<file path="src/sv/wbp_pkg.sv">
// Shared types, constants and coding helpers for the word-to-byte mode packer.
// No dependencies; imported by every module of the block.
package wbp_pkg;

  localparam int Q_DEPTH = 4;
  localparam int BYTE_W = 8;
  localparam logic [BYTE_W-1:0] MARK_BYTE = 8'h00;

  localparam logic [1:0] PRE_NONE  = 2'd0;
  localparam logic [1:0] PRE_LEAVE = 2'd1;
  localparam logic [1:0] PRE_ENTER = 2'd2;

  typedef struct packed {
    logic [15:0] word_in;
    logic        block_end;
  } in_t;

  typedef struct packed {
    logic [BYTE_W-1:0] byte_out;
    logic              item_last;
    logic              block_last;
  } out_t;

  typedef struct packed {
    logic [BYTE_W-1:0] lo;
    logic [BYTE_W-1:0] hi;
    logic [1:0]        pre;
    logic              send_hi;
    logic              item_last;
    logic              block_last;
  } job_t;

  function automatic logic hi_zero(input logic [15:0] w);
    return w[15:8] == 8'h00;
  endfunction

  function automatic logic mode_next(input logic [15:0] w, input logic ok, input logic bm);
    return hi_zero(w) && (bm || ok);
  endfunction

  function automatic job_t code_job(input logic [15:0] w, input logic ok, input logic bm,
                                    input logic il, input logic bl);
    job_t j;
    j.lo = w[7:0];
    j.hi = w[15:8];
    if (!bm && hi_zero(w) && ok) begin
      j.pre = PRE_ENTER;
    end else if (bm && !hi_zero(w)) begin
      j.pre = PRE_LEAVE;
    end else begin
      j.pre = PRE_NONE;
    end
    j.send_hi = !mode_next(w, ok, bm);
    j.item_last = il;
    j.block_last = bl;
    return j;
  endfunction

endpackage

</file>
<file path="src/sv/wbp_fifo.sv">
// Short job queue between the front and back parts of the packer.
// Depends on wbp_pkg for the job type.
module wbp_fifo import wbp_pkg::*; #(
  parameter int DEPTH = Q_DEPTH
) (
  input  logic clk,
  input  logic rst,
  input  logic push,
  input  job_t wr_job,
  output logic full,
  input  logic pop,
  output job_t rd_job,
  output logic empty
);

  localparam int PW = (DEPTH > 1) ? $clog2(DEPTH) : 1;
  localparam int CW = $clog2(DEPTH + 1);

  job_t mem [DEPTH];
  logic [PW-1:0] wr_ptr;
  logic [PW-1:0] rd_ptr;
  logic [CW-1:0] count;

  assign full = count == CW'(DEPTH);
  assign empty = count == '0;
  assign rd_job = mem[rd_ptr];

  always_ff @(posedge clk) begin
    if (rst) begin
      wr_ptr <= '0;
      rd_ptr <= '0;
      count <= '0;
    end else begin
      if (push) begin
        wr_ptr <= (wr_ptr == PW'(DEPTH - 1)) ? '0 : wr_ptr + 1'b1;
      end
      if (pop) begin
        rd_ptr <= (rd_ptr == PW'(DEPTH - 1)) ? '0 : rd_ptr + 1'b1;
      end
      if (push && !pop) begin
        count <= count + 1'b1;
      end else if (pop && !push) begin
        count <= count - 1'b1;
      end
    end
  end

  always_ff @(posedge clk) begin
    if (push) begin
      mem[wr_ptr] <= wr_job;
    end
  end

endmodule

</file>
<file path="src/sv/wbp_front.sv">
// Front part: accepts words, keeps the lookahead window and byte mode, issues jobs.
// Depends on wbp_pkg for item and job types and the coding helpers.
module wbp_front import wbp_pkg::*; (
  input  logic clk,
  input  logic rst,
  input  logic src_valid,
  output logic src_ready,
  input  in_t  src_data,
  output logic push,
  output job_t push_job,
  input  logic full
);

  logic        byte_mode, byte_mode_next;
  logic [1:0]  cnt, cnt_next;
  logic        flushing, flushing_next;
  logic [1:0]  left, left_next;
  logic [15:0] w0, w0_next, w1, w1_next;
  logic [15:0] win0, win0_next, win1, win1_next, win2, win2_next;
  logic        accept;
  logic        ok_run;
  logic        ok_flush;
  logic        last_flush;

  assign src_ready = !flushing && !full;
  assign accept = src_valid && src_ready;
  assign ok_run = hi_zero(w1) && hi_zero(src_data.word_in);
  assign ok_flush = (left == 2'd3) && hi_zero(win1) && hi_zero(win2);
  assign last_flush = left == 2'd1;

  always_comb begin
    byte_mode_next = byte_mode;
    cnt_next = cnt;
    flushing_next = flushing;
    left_next = left;
    w0_next = w0;
    w1_next = w1;
    win0_next = win0;
    win1_next = win1;
    win2_next = win2;
    push = 1'b0;
    push_job = code_job(w0, ok_run, byte_mode, 1'b1, 1'b0);
    if (flushing) begin
      push_job = code_job(win0, ok_flush, byte_mode, last_flush, last_flush);
      if (!full) begin
        push = 1'b1;
        win0_next = win1;
        win1_next = win2;
        left_next = left - 1'b1;
        if (last_flush) begin
          flushing_next = 1'b0;
          byte_mode_next = 1'b0;
        end else begin
          byte_mode_next = mode_next(win0, ok_flush, byte_mode);
        end
      end
    end else if (accept) begin
      if (!src_data.block_end) begin
        if (cnt == 2'd0) begin
          w0_next = src_data.word_in;
          cnt_next = 2'd1;
        end else if (cnt == 2'd1) begin
          w1_next = src_data.word_in;
          cnt_next = 2'd2;
        end else begin
          push = 1'b1;
          byte_mode_next = mode_next(w0, ok_run, byte_mode);
          w0_next = w1;
          w1_next = src_data.word_in;
        end
      end else begin
        flushing_next = 1'b1;
        cnt_next = 2'd0;
        if (cnt == 2'd0) begin
          win0_next = src_data.word_in;
          left_next = 2'd1;
        end else if (cnt == 2'd1) begin
          win0_next = w0;
          win1_next = src_data.word_in;
          left_next = 2'd2;
        end else begin
          win0_next = w0;
          win1_next = w1;
          win2_next = src_data.word_in;
          left_next = 2'd3;
        end
      end
    end
  end

  always_ff @(posedge clk) begin
    if (rst) begin
      byte_mode <= 1'b0;
      cnt <= 2'd0;
      flushing <= 1'b0;
      left <= 2'd0;
    end else begin
      byte_mode <= byte_mode_next;
      cnt <= cnt_next;
      flushing <= flushing_next;
      left <= left_next;
    end
  end

  always_ff @(posedge clk) begin
    w0 <= w0_next;
    w1 <= w1_next;
    win0 <= win0_next;
    win1 <= win1_next;
    win2 <= win2_next;
  end

endmodule

</file>
<file path="src/sv/wbp_back.sv">
// Back part: takes jobs from the queue and sends their bytes one per cycle while dst is ready.
// Depends on wbp_pkg for job and result types.
module wbp_back import wbp_pkg::*; (
  input  logic clk,
  input  logic rst,
  input  job_t head,
  input  logic empty,
  output logic pop,
  output logic dst_valid,
  input  logic dst_ready,
  output out_t dst_data
);

  job_t       cur;
  logic       cur_valid;
  logic [1:0] phase;
  logic       last_byte;
  logic       take;
  logic       load;

  assign last_byte = phase == (cur.pre + {1'b0, cur.send_hi});
  assign dst_valid = cur_valid;
  assign take = dst_valid && dst_ready;
  assign load = !cur_valid || (take && last_byte);
  assign pop = load && !empty;

  always_comb begin
    if (phase < cur.pre) begin
      dst_data.byte_out = MARK_BYTE;
    end else if (phase == cur.pre) begin
      dst_data.byte_out = cur.lo;
    end else begin
      dst_data.byte_out = cur.hi;
    end
    dst_data.item_last = last_byte && cur.item_last;
    dst_data.block_last = last_byte && cur.block_last;
  end

  always_ff @(posedge clk) begin
    if (rst) begin
      cur_valid <= 1'b0;
      phase <= 2'd0;
    end else if (load) begin
      cur_valid <= !empty;
      phase <= 2'd0;
    end else if (take) begin
      phase <= phase + 1'b1;
    end
  end

  always_ff @(posedge clk) begin
    if (pop) begin
      cur <= head;
    end
  end

endmodule

</file>
<file path="src/sv/word_to_byte_mode_packer.sv">
// A word's job passes through the job queue, then the back part's job register, whose
// bytes drive dst; a block-end word first sets the front part's flush state.
// Throughput: one byte per cycle while dst is ready; a word gives one to three bytes.
// A block-end word holds src_ready low until the window has drained into the queue.
// Reset (rst, synchronous): word mode, empty window, empty queue, no byte pending.
// Top level: front part, job queue, back part; depends on wbp_pkg.
module word_to_byte_mode_packer import wbp_pkg::*; #(
  parameter int QDEPTH = Q_DEPTH
) (
  input  logic clk,
  input  logic rst,
  input  logic src_valid,
  output logic src_ready,
  input  in_t  src_data,
  output logic dst_valid,
  input  logic dst_ready,
  output out_t dst_data
);

  logic push;
  logic full;
  logic pop;
  logic empty;
  job_t push_job;
  job_t head;

  wbp_front u_front (
    .clk(clk), .rst(rst),
    .src_valid(src_valid), .src_ready(src_ready), .src_data(src_data),
    .push(push), .push_job(push_job), .full(full)
  );

  wbp_fifo #(.DEPTH(QDEPTH)) u_fifo (
    .clk(clk), .rst(rst),
    .push(push), .wr_job(push_job), .full(full),
    .pop(pop), .rd_job(head), .empty(empty)
  );

  wbp_back u_back (
    .clk(clk), .rst(rst),
    .head(head), .empty(empty), .pop(pop),
    .dst_valid(dst_valid), .dst_ready(dst_ready), .dst_data(dst_data)
  );

endmodule

</file>
<file path="config.mk">
export PLATFORM = sky130hd
export DESIGN_NAME = word_to_byte_mode_packer
export DESIGN_NICKNAME = d
export VERILOG_FILES = /design/src/sv/wbp_pkg.sv /design/src/sv/wbp_fifo.sv /design/src/sv/wbp_front.sv /design/src/sv/wbp_back.sv /design/src/sv/word_to_byte_mode_packer.sv
export SDC_FILE = /design/constraint.sdc
export NUM_CORES = 1
export LEC_CHECK = 0
export BUFFER_PORTS_ARGS = -buffer_cell sky130_fd_sc_hd__clkbuf_2
export CAP_MARGIN = 20
export CORE_MARGIN = 1
export CORE_UTILIZATION = 35
export DETAILED_ROUTE_END_ITERATION = 10
export PLACE_DENSITY = 0.6
export SETUP_SLACK_MARGIN = 0.5
export SLEW_MARGIN = 10
export SYNTH_ARGS = -nofsm -noshare
export SYNTH_HDL_FRONTEND = slang
export SYNTH_SLANG_ARGS = --single-unit
</file>
<file path="constraint.sdc">
create_clock -name clk -period 2.81 [get_ports clk]
set_input_delay 0.1405 -clock clk [delete_from_list [all_inputs] [get_ports clk]]
set_output_delay 0.1405 -clock clk [all_outputs]
set_load 0.01 [all_outputs]
</file>
# Word-level counts from Yosys, hierarchy flattened

Memories as Yosys holds them, arrays and structs flattened. A register that Yosys moved wholly into a read port is not among the register bits.
Index checks and enable logic that the tools add are counted.

Magnitude comparators: 1
Equal/unequal tests: 13
Shifts and indexed selects: 0
$add $sub $neg: 7
$mul: 0
Reduce and logical (&&, ||, !) cells: 54
Bitwise gates (word level): 4
Div/mod/pow operators: 0
Muxes and demuxes: 53

Operators with widths:

| kind                | number |
|---|---|
| $mux 16             | 13 |
| $logic_not 8->1     | 6 |
| $mux 2              | 12 |
| $mux 1              | 23 |
| $mux 21             | 1 |
| $logic_and 1x1->1   | 20 |
| $mux 8              | 2 |
| $reduce_and 4->1    | 3 |
| $logic_not 1->1     | 11 |
| $reduce_and 5->1    | 2 |
| $ne 2x1->1 const B  | 4 |
| $add 2x1->2 const B | 3 |
| $eq 2x2->1 const B  | 3 |
| $mux 3              | 2 |
| $reduce_and 3->1    | 2 |
| $reduce_bool 2->1   | 3 |
| $eq 2x1->1 const B  | 2 |
| $eq 2x2->1          | 2 |
| $not 1->1           | 4 |
| $add 3x1->3 const B | 1 |
| $eq 3x3->1 const B  | 1 |
| $logic_not 3->1     | 1 |
| $logic_or 1x1->1    | 3 |
| $reduce_bool 3->1   | 1 |
| other kinds (7)     | 7 |

Bits in writable memories: 84
Input bits: 21
Memories kept: 1
Register bits: 96
Logic and storage cells: 147
Memory bits (read-only): 0
Latch bits: 0

Memory list:

| name       | words | width | read ports | clocked after Yosys merged registers in | write ports | RTL line       | text |
|---|---|---|---|---|---|---|---|
| u_fifo.mem | 4     | 21    | 1          | 1                                       | 1           | wbp_fifo.sv:19 | `job_t mem [DEPTH];` |

# Depth between registers and ports, before layout

Gate-level depths: netlist of run 1.

Word-level depth: 10
Depth in mapped cells: 10
Mapped depth without buffers: 10

# By module

A second synthesis of run 1 with hierarchy kept.

Cell total of the unflattened synthesis: 572
Area, all modules: 8548.2 um2

Modules (own cells, without submodules):

| module    | seq. area each (um2) | cells an instance | area each (um2) | instances |
|---|---|---|---|---|
| wbp_front | 2522.4               | 341               | 4055.1          | 1 |
| wbp_fifo  | 2702.6               | 153               | 3472.1          | 1 |
| wbp_back  | 690.7                | 78                | 1021.0          | 1 |

# Worst setup path after synthesis of run 1

OpenSTA, ideal clock, no wires.

Path type: reg2reg
Start point: register u_fifo.count[0]
End point: register u_front.w1[0], enable pin
Period minus slack after synthesis: 2.890 ns
Slack: -0.080 ns
Buffers on the path: 0
Arrival: 2.458 ns
Setup time: 0.432 ns
Cell stages (with the launch flop): 5
Path through: dfxtp_1 -> nor3b_2 -> nor2_1 -> nand2_1 -> nor4_1

Word-level cells in the longest chain between the ends: 5

RTL lines:

| item                              | RTL line                       | text |
|---|---|---|
| start: declaration                | wbp_fifo.sv:22                 | `logic [CW-1:0] count;` |
| start signal: assignment          | wbp_fifo.sv:41                 | `count <= count + 1'b1;` |
| start signal: assignment          | wbp_fifo.sv:43                 | `count <= count - 1'b1;` |
| $eq 3x3->1                        | wbp_fifo.sv:24                 | `assign full = count == CW'(DEPTH);` |
| $logic_not 1->1                   | wbp_front.sv:25                | `assign src_ready = !flushing && !full;` |
| $logic_and 1x1->1                 | wbp_front.sv:25                |  |
| net src_ready                     | word_to_byte_mode_packer.sv:13 | `output logic src_ready,` |
| $logic_and 1x1->1                 | wbp_front.sv:26                | `assign accept = src_valid && src_ready;` |
| $reduce_and 4->1 (no source line) | -                              |  |
| end signal: assignment            | wbp_front.sv:107               | `w1 <= w1_next;` |
| end: declaration                  | wbp_front.sv:18                | `logic [15:0] w0, w0_next, w1, w1_next;` |

The timed path passes the listed nets, and every way through them passes these cells.
A chain may end at the register's enable or synchronous reset.

# Worst setup path in the final report of run 1

Start point: register u_back.phase[1]
End point: register u_fifo.count[2]

Word-level cells in the longest chain between the ends: 7
Elaborated cells between the ends (all ways): 9
Classes of those cells: eq/ne: 1; mux: 1; reduce/logical: 7

RTL lines:

| item                                        | RTL line       | text |
|---|---|---|
| start: declaration                          | wbp_back.sv:16 | `logic [1:0] phase;` |
| start signal: assignment                    | wbp_back.sv:47 | `phase <= phase + 1'b1;` |
| $eq 2x2->1 (*)                              | wbp_back.sv:21 | `assign last_byte = phase == (cur.pre + {1'b0, cur.send_hi});` |
| $logic_and 1x1->1 (*)                       | wbp_back.sv:24 | `assign load = !cur_valid \|\| (take && last_byte);` |
| $logic_or 1x1->1 (*)                        | wbp_back.sv:24 |  |
| $logic_and 1x1->1 (*)                       | wbp_back.sv:25 | `assign pop = load && !empty;` |
| $logic_not 1->1                             | wbp_fifo.sv:40 | `if (push && !pop) begin` |
| $logic_and 1x1->1                           | wbp_fifo.sv:40 |  |
| $mux 3 or $reduce_bool 2->1 (tied branches) | -              |  |

Mark *: on every way between the ends. The rest lies on a longest branch, timed or not.

==> impl_metrics.py, run 1 <==
metrics = {
    "timing": {
        "setup_violations": 0,
        "hold_viol": 0,
        "rsz0062_at_grt": "yes",
        "relSlewSlack": 0.499,
        "whs_ps": 55.9,
        "tightest_slew_ps": 749,
        "fin_crit_sh": 0.882,
        "fmax_ghz": 0.403,
        "finClkSkew_ps": 7.62,
        "setup_ws_ps": 331,
        "slew_violations": 0,
        "tns_ps": 0,
        "fin_crit_ps": 2480,
    },
    "synth": {
        "syn_inst": 565,
        "synth_flop_cell": "edfxtp_1",
        "ys_async_sr_fraction": 0,
        "seq_area_frac_synth": 0.694,
        "syn_area_per_cell_um2": 15.0,
        "synthesis.nets": 598,
        "synth_edf_count": 185,
        "synth_area_mm2": 0.00846,
        "synth-seq-cells": 201,
        "yosysWarnings": 0,
        "yosysUniqueCellTypes": 43,
    },
    "final_layout": {
        "nets": 665,
        "fill_cells": 2119,
        "diodes": 0,
        "final-seq-area_mm2": 0.00588,
        "layout-drive-gt1-share": 0.211,
        "multiInputGateArea_mm2": 0.00245,
        "areaGrowthSynthToFinish_pct": 17.7,
    },
    "critical_path": {
        "ff2ff_setup_slack_ps": 330,
        "crit_required_ps": 3220,
        "reg2reg_from": "u_back.phase[1]",
        "slowest_delay_ps": 480,
        "slowest_stage": "xnor3_2",
        "rr_endpoint": "u_fifo.count[2]",
        "worstPathCellList": "xnor3_2 > nand3_2 > a21o_4 > ha_2 > inv_2 > fa_2 > xor2_1 > or3_1 > a21oi_1",
        "path_max_fanout": 5,
        "crit_end": "u_fifo.count[2]",
        "worstPathArrival_ps": 2890,
        "setup.worst_path.start": "u_back.phase[1]",
        "endpoint_kind": "register",
        "critical_path_class": "register to register",
        "rr_worst_depth": 9,
        "cp-start-kind": "register",
    },
    "global_routing": {
        "grt_pass1_vias": 4749,
        "grt_antenna_before_repair": 0,
        "grt_overflow": 0,
        "grt_max_degree": 48,
        "grt_pass1_wl_um": 25300,
        "grtUsageTotal": 0.132,
    },
    "power": {
        "power.density_mw_per_mm2": 885,
        "power_w": 0.00882,
        "p_leak_nw": 3.43,
        "vdd_drop_max_mv": 0.342,
    },
    "cts": {
        "cts_buffer_depth": 3,
        "cts_sinks": 201,
        "htreeDepth": 1,
        "clk_pin_slew_ps": 60,
        "cts-root-buf": "clkbuf_16",
        "clock_latency_ps": 490,
        "cts_inserted_buffers": 23,
        "tritoncts": "done",
    },
    "route": {
        "wirelength_um": 15700,
        "detail_route.wl_per_cell_um": 16.2,
        "drtIter0Drc": 319,
        "via_per_inst": 4.83,
        "wl_met3_um": 568,
        "dr.pass1.iters": 4,
        "vias": 4674,
        "met1Wirelength_um": 7120,
        "dr_wl_met2_um": 7760,
        "drcViolationCount": 0,
        "ant_nets": 0,
        "top_layer_used": "met4",
    },
    "floorplanning": {
        "floorplan.initialDensity": 0.358,
        "die_y_um": 158,
        "core_mm2": 0.0236,
        "fp.dieArea_mm2": 0.0248,
        "die_w_um": 158,
        "ios": 33,
        "num_rows": 56,
    },
    "place": {
        "port_buffers": 32,
        "gp_congestion": 0.793,
        "dpl_worst_slack_ps": 333,
        "dp_hpwl_um": 10500,
    },
    "run": {
        "cap_violations": 0,
    },
    "outcome": {
        "outcome": "finished, final reports clean",
    },
    "worst_hold_path": {
        "hp-class": "primary input to register",
        "hold_start": "src_valid",
    },
}
-- report_power, final --
part           internal, W  switching (W)  total, W  leakage (nW)
Combinational     0.000841        0.00111   0.00195          1.26
Sequential         0.00386       0.000182   0.00404          1.82
Clock              0.00174        0.00109   0.00282         0.351
-- state kept, by name, summed over array words and instances (netlist names) --
register / cells
u_front.win2: 16
u_front.win1: 16
u_fifo.wr_ptr: 2
u_fifo.mem: 84
u_back.cur: 21
u_front.left: 2
u_front.w0: 16
u_back.phase: 2
u_fifo.rd_ptr: 2
u_back.dst_valid: 1
u_front.flushing: 1
u_front.w1: 16
u_front.cnt: 2
u_front.win0: 16
u_front.byte_mode: 1
u_fifo.count: 3
-- synth_stat cells, drive strengths merged, types with 2 or more instances --
| cell type | count | area [um2] |
|---|---|---|
| a211oi | 3 | 22.5 |
| a21oi | 22 | 110 |
| and2 | 7 | 43.8 |
| and3 | 4 | 27.5 |
| buf | 14 | 90.1 |
| clkbuf | 11 | 51.3 |
| dfxtp | 16 | 320 |
| edfxtp | 185 | 5560 |
| ha | 11 | 138 |
| inv | 12 | 47.6 |
| mux2 | 16 | 180 |
| mux2i | 38 | 380 |
| mux4 | 21 | 473 |
| nand2 | 95 | 357 |
| nand2b | 2 | 12.5 |
| nand3 | 11 | 60.1 |
| nand4 | 3 | 18.8 |
| nor2 | 24 | 105 |
| nor2b | 3 | 18.8 |
| nor3 | 5 | 25.0 |
| nor3b | 2 | 20.0 |
| nor4 | 10 | 68.8 |
| o21ai | 37 | 185 |
| or3 | 3 | 18.8 |
| xor2 | 2 | 17.5 |
-- how the worst min path moves through the flow --
| stage | slack, ps | cells after the start | endpoint |
|---|---|---|---|
| CTS | 40 | 3 | u_front.cnt[1] |
| global route | 70 | 3 | u_front.cnt[1] |
| global placement | 400 | 1 | u_front.win2[3] |
| finish | 60 | 3 | u_front.cnt[1] |
| detailed placement | 400 | 1 | u_front.win2[2] |
| floorplan | 210 | 1 | u_back.dst_valid |
-- layout make-up --
type	instances	share of cell area
Clock inverter	10	0.00967
Tap cell	319	0.0401
Timing Repair Buffer	67	0.0470
Multi-Input combinational cell	327	0.246
Clock buffer	31	0.0628
Inverter	12	0.00477
Sequential cell	201	0.590
-- metal layers --
layer  vias up  GRT usage
li1       2256          -
met1      2308      0.171
met2        89      0.231
met3        21     0.0234
met4         0     0.0296
met5         -          0
-- worst max-delay path, delay by kind of cell (launching register included) --
family	cells	cell delay [ps]
AOI/OAI and AO/OA	2	300
xor gates and xnor gates	2	650
adders and majority gates	2	570
and+or+nand+nor	2	430
DFF	1	390
buffers and inverters	1	50
-- cells in the final DEF, fill, tap and decap left out, types with 3 or more instances in the layout --
cell type / netlist / final
ha_1: 11 / 9
o21ai_0: 21 / 21
o21ai_1: 16 / 16
clkbuf_2: 0 / 32
nand3_1: 10 / 10
mux4_2: 21 / 21
mux2_2: 16 / 16
a211oi_1: 3 / 3
buf_4: 3 / 17
and2_1: 7 / 7
mux2i_1: 38 / 38
or3_1: 3 / 3
a21oi_1: 22 / 21
nor4_1: 9 / 8
nand2_1: 95 / 94
nand4_1: 3 / 3
clkbuf_16: 0 / 23
nor3_1: 5 / 4
dfxtp_1: 16 / 14
inv_1: 11 / 10
edfxtp_1: 185 / 185
clkbuf_1: 10 / 6
nor2_1: 22 / 22
clkinv_1: 0 / 6
dlygate4sd3_1: 0 / 18
-- cell families (layout without fill, tap and decap cells) --
logic type | count (synthesis) | after routing | synth area share
muxes | 75 | 75 | 0.122
and+or+nand+nor | 172 | 172 | 0.0945
DFF | 201 | 201 | 0.694
buffers and inverters | 37 | 120 | 0.0223
xor gates and xnor gates | 4 | 4 | 0.00813
adders and majority gates | 12 | 12 | 0.0186
AOI/OAI and AO/OA | 64 | 64 | 0.0402
-- metrics by stage --
stage                     instance area (um2)  std cells  utilization
final                                    9960        967        0.422
after global routing                     9960        967        0.422
after CTS                                9950        966        0.421
after detailed placement                 9040        907        0.383
after global placement                   9040        907        0.383
after floorplan                          8490        565            -
-- repair_timing --
| action | in CTS | in global routing |
|---|---|---|
| setup buffers | 0 | 1 |
| endpoints found under the hold margin | 39 | 0 |
| gates resized for setup | 1 | 3 |
| hold buffers | 18 | 0 |
| setup endpoints to repair | 3 | 10 |
| pin swaps | 0 | 2 |
Note: power is estimated with default switching activity, not from simulation.
==> inputs of run 2 (changes only) <==
--- a/config.mk
+++ b/config.mk
@@ -8,11 +8,11 @@
 export BUFFER_PORTS_ARGS = -buffer_cell sky130_fd_sc_hd__clkbuf_2
 export CAP_MARGIN = 20
 export CORE_MARGIN = 1
-export CORE_UTILIZATION = 35
+export CORE_UTILIZATION = 40
 export DETAILED_ROUTE_END_ITERATION = 10
-export PLACE_DENSITY = 0.6
+export PLACE_DENSITY = 0.66
 export SETUP_SLACK_MARGIN = 0.5
-export SLEW_MARGIN = 10
+export SLEW_MARGIN = 30
 export SYNTH_ARGS = -nofsm -noshare
 export SYNTH_HDL_FRONTEND = slang
 export SYNTH_SLANG_ARGS = --single-unit
==> run 2 against run 1 <==
  * Worst setup slack improved by 230 ps
  * Utilization increased by 5.7 points
  * Fmax increased by 10%
  * Sequential power about the same
  * Sequential share of layout area increased by 0.91 points
  * Worst hold slack improved by 23 ps
  * Critical path type unchanged
  * Highest routed layer unchanged
==> impl_metrics.py, run 2 (synthesized netlist as in run 1, its figures left out) <==
metrics = {
    "outcome": {
        "outcome": "finished, final reports clean",
    },
    "route": {
        "ant_nets": 0,
        "wirelength_um": 15600,
        "via_per_inst": 5.04,
        "drtIter0Drc": 233,
        "detail_route.wl_per_cell_um": 17.0,
        "vias": 4630,
        "drcViolationCount": 0,
        "dr.pass1.iters": 4,
    },
    "global_routing": {
        "grt_max_degree": 48,
        "grt_overflow": 0,
        "grtUsageTotal": 0.150,
        "grt_pass1_vias": 4729,
        "grt_pass1_wl_um": 25400,
        "grt_antenna_before_repair": 0,
    },
    "cts": {
        "clock_latency_ps": 490,
        "cts_sinks": 201,
        "cts_inserted_buffers": 21,
        "cts_buffer_depth": 3,
        "clk_pin_slew_ps": 60,
        "cts-root-buf": "clkbuf_16",
        "tritoncts": "done",
        "htreeDepth": 1,
    },
    "final_layout": {
        "layout-drive-gt1-share": 0.208,
        "multiInputGateArea_mm2": 0.00246,
        "utilization": 0.479,
        "diodes": 0,
        "largest_register": "u_fifo.mem",
        "final-seq-area_mm2": 0.00588,
        "reg_top3": "u_fifo.mem: 84 flops, u_back.cur: 21 flops",
        "fill_cells": 1771,
        "layout.cells.most_common_list": "185 x edfxtp_1, 94 x nand2_1, 38 x mux2i_1, 32 x clkbuf_2, 22 x nor2_1",
        "areaGrowthSynthToFinish_pct": 15.9,
        "largest_reg_flops": 84,
        "layout_commonest_cell": "edfxtp_1",
        "postLayoutCellArea_mm2": 0.00981,
        "nets": 667,
    },
    "timing": {
        "fin_crit_ps": 2250,
        "setup_violations": 0,
        "slew_violations": 0,
        "fin_crit_sh": 0.801,
        "tightest_slew_ps": 707,
        "tns_ps": 0,
        "hold_viol": 0,
        "finClkSkew_ps": 10.9,
        "fmax_ghz": 0.444,
        "rsz0062_at_grt": "yes",
        "relSlewSlack": 0.527,
    },
    "critical_path": {
        "critical_path_class": "register to register",
        "worstPathArrival_ps": 2670,
        "cp-start-kind": "register",
        "path_max_fanout": 2,
        "ff2ff_setup_slack_ps": 560,
        "endpoint_kind": "register",
        "crit_required_ps": 3230,
    },
    "floorplanning": {
        "floorplan.initialDensity": 0.413,
        "die_w_um": 147,
        "die_y_um": 147,
        "fp.dieArea_mm2": 0.0217,
        "num_rows": 52,
        "ios": 33,
        "core_mm2": 0.0205,
    },
    "power": {
        "p_leak_nw": 3.39,
        "power_w": 0.00850,
        "power.density_mw_per_mm2": 866,
        "p_switching_w": 0.00237,
        "combPwrFrac": 0.237,
        "p_int_w": 0.00613,
        "power_frac_clock": 0.286,
        "swShare": 0.279,
        "pwr-share-seq": 0.477,
        "vdd_drop_max_mv": 0.444,
    },
    "worst_hold_path": {
        "hp-class": "primary input to register",
    },
    "place": {
        "dp_hpwl_um": 10300,
        "port_buffers": 32,
        "post_dp_cell_area_mm2": 0.00897,
        "gp_congestion": 0.875,
    },
    "run": {
        "cap_violations": 0,
    },
}
-- run 2: changes by cell type in the layout (fill, tap and decap cells not counted) --
cell / change
clkbuf_8: -2
buf_4: +4
inv_6: -1
clkbuf_16: -2
inv_2: -1
dfxtp_2: +2
ha_2: -1
ha_4: +1
clkbuf_1: +3
nand3_2: -1
dfxtp_1: -2
bufinv_16: -2
nand3_4: +1
inv_1: +1
-- run 2: per-layer routing --
layer,track usage,vias up,routed length (um)
met5,0,-,0
met4,0.0407,0,286
met3,0.0259,27,529
met2,0.245,76,7480
met1,0.206,2270,7320
li1,-,2257,-
-- run 2: layout make-up --
class | instances | area share
Tap cell | 270 | 0.0344
Clock inverter | 7 | 0.00280
Timing Repair Buffer | 71 | 0.0507
Multi-Input combinational cell | 327 | 0.251
Clock buffer | 30 | 0.0570
Inverter | 12 | 0.00484
Sequential cell | 201 | 0.599
-- run 2: through the flow --
step | instances | hold WS, ps | worst slack [ps]
after floorplan | 565 | 210 | 528
after global placement | 857 | 388 | 447
after detailed placement | 857 | 399 | 370
after CTS | 914 | 65.8 | 402
after global routing | 918 | 89.3 | 469
final | 918 | 79.0 | 560
-- run 2: worst max-delay path: stages, from the launching register on --
cell and delay, ps:
edfxtp_1 430, ha_4 180, xnor3_2 250, nand3_4 90
a21o_4 130, ha_4 120, inv_1 50, fa_2 330
xor2_1 150, or3_1 300, a21oi_1 140
-- run 2: repair_timing --
item / CTS / global route
gates resized for setup: 3 / 4
buffers inserted: 2 / 4
pin swaps: 6 / 4
hold buffers: 18 / 0
endpoints found under the setup margin: 6 / 10
hold endpoints to repair: 42 / 0
-- run 2: path summary, 6_finish.rpt --
check / to / cells past startpoint / startpoint
worst min register to register: u_back.phase[1] / 2 / u_back.phase[1]
worst min-delay path: u_fifo.rd_ptr[0] / 2 / rst
worst max-delay path: u_fifo.count[2] / 10 / u_back.cur[3]
worst max register to register: u_fifo.count[2] / 10 / u_back.cur[3]
-- run 2: power groups by stage --
stage | clock [W] | sequential (W) | combinational [W]
after floorplan | 0 | 0.00405 | 0.00146
after global placement | 0 | 0.00409 | 0.00186
after detailed placement | 0 | 0.00412 | 0.00193
after CTS | 0.00248 | 0.00406 | 0.00202
after global routing | 0.00260 | 0.00409 | 0.00224
final | 0.00243 | 0.00405 | 0.00202
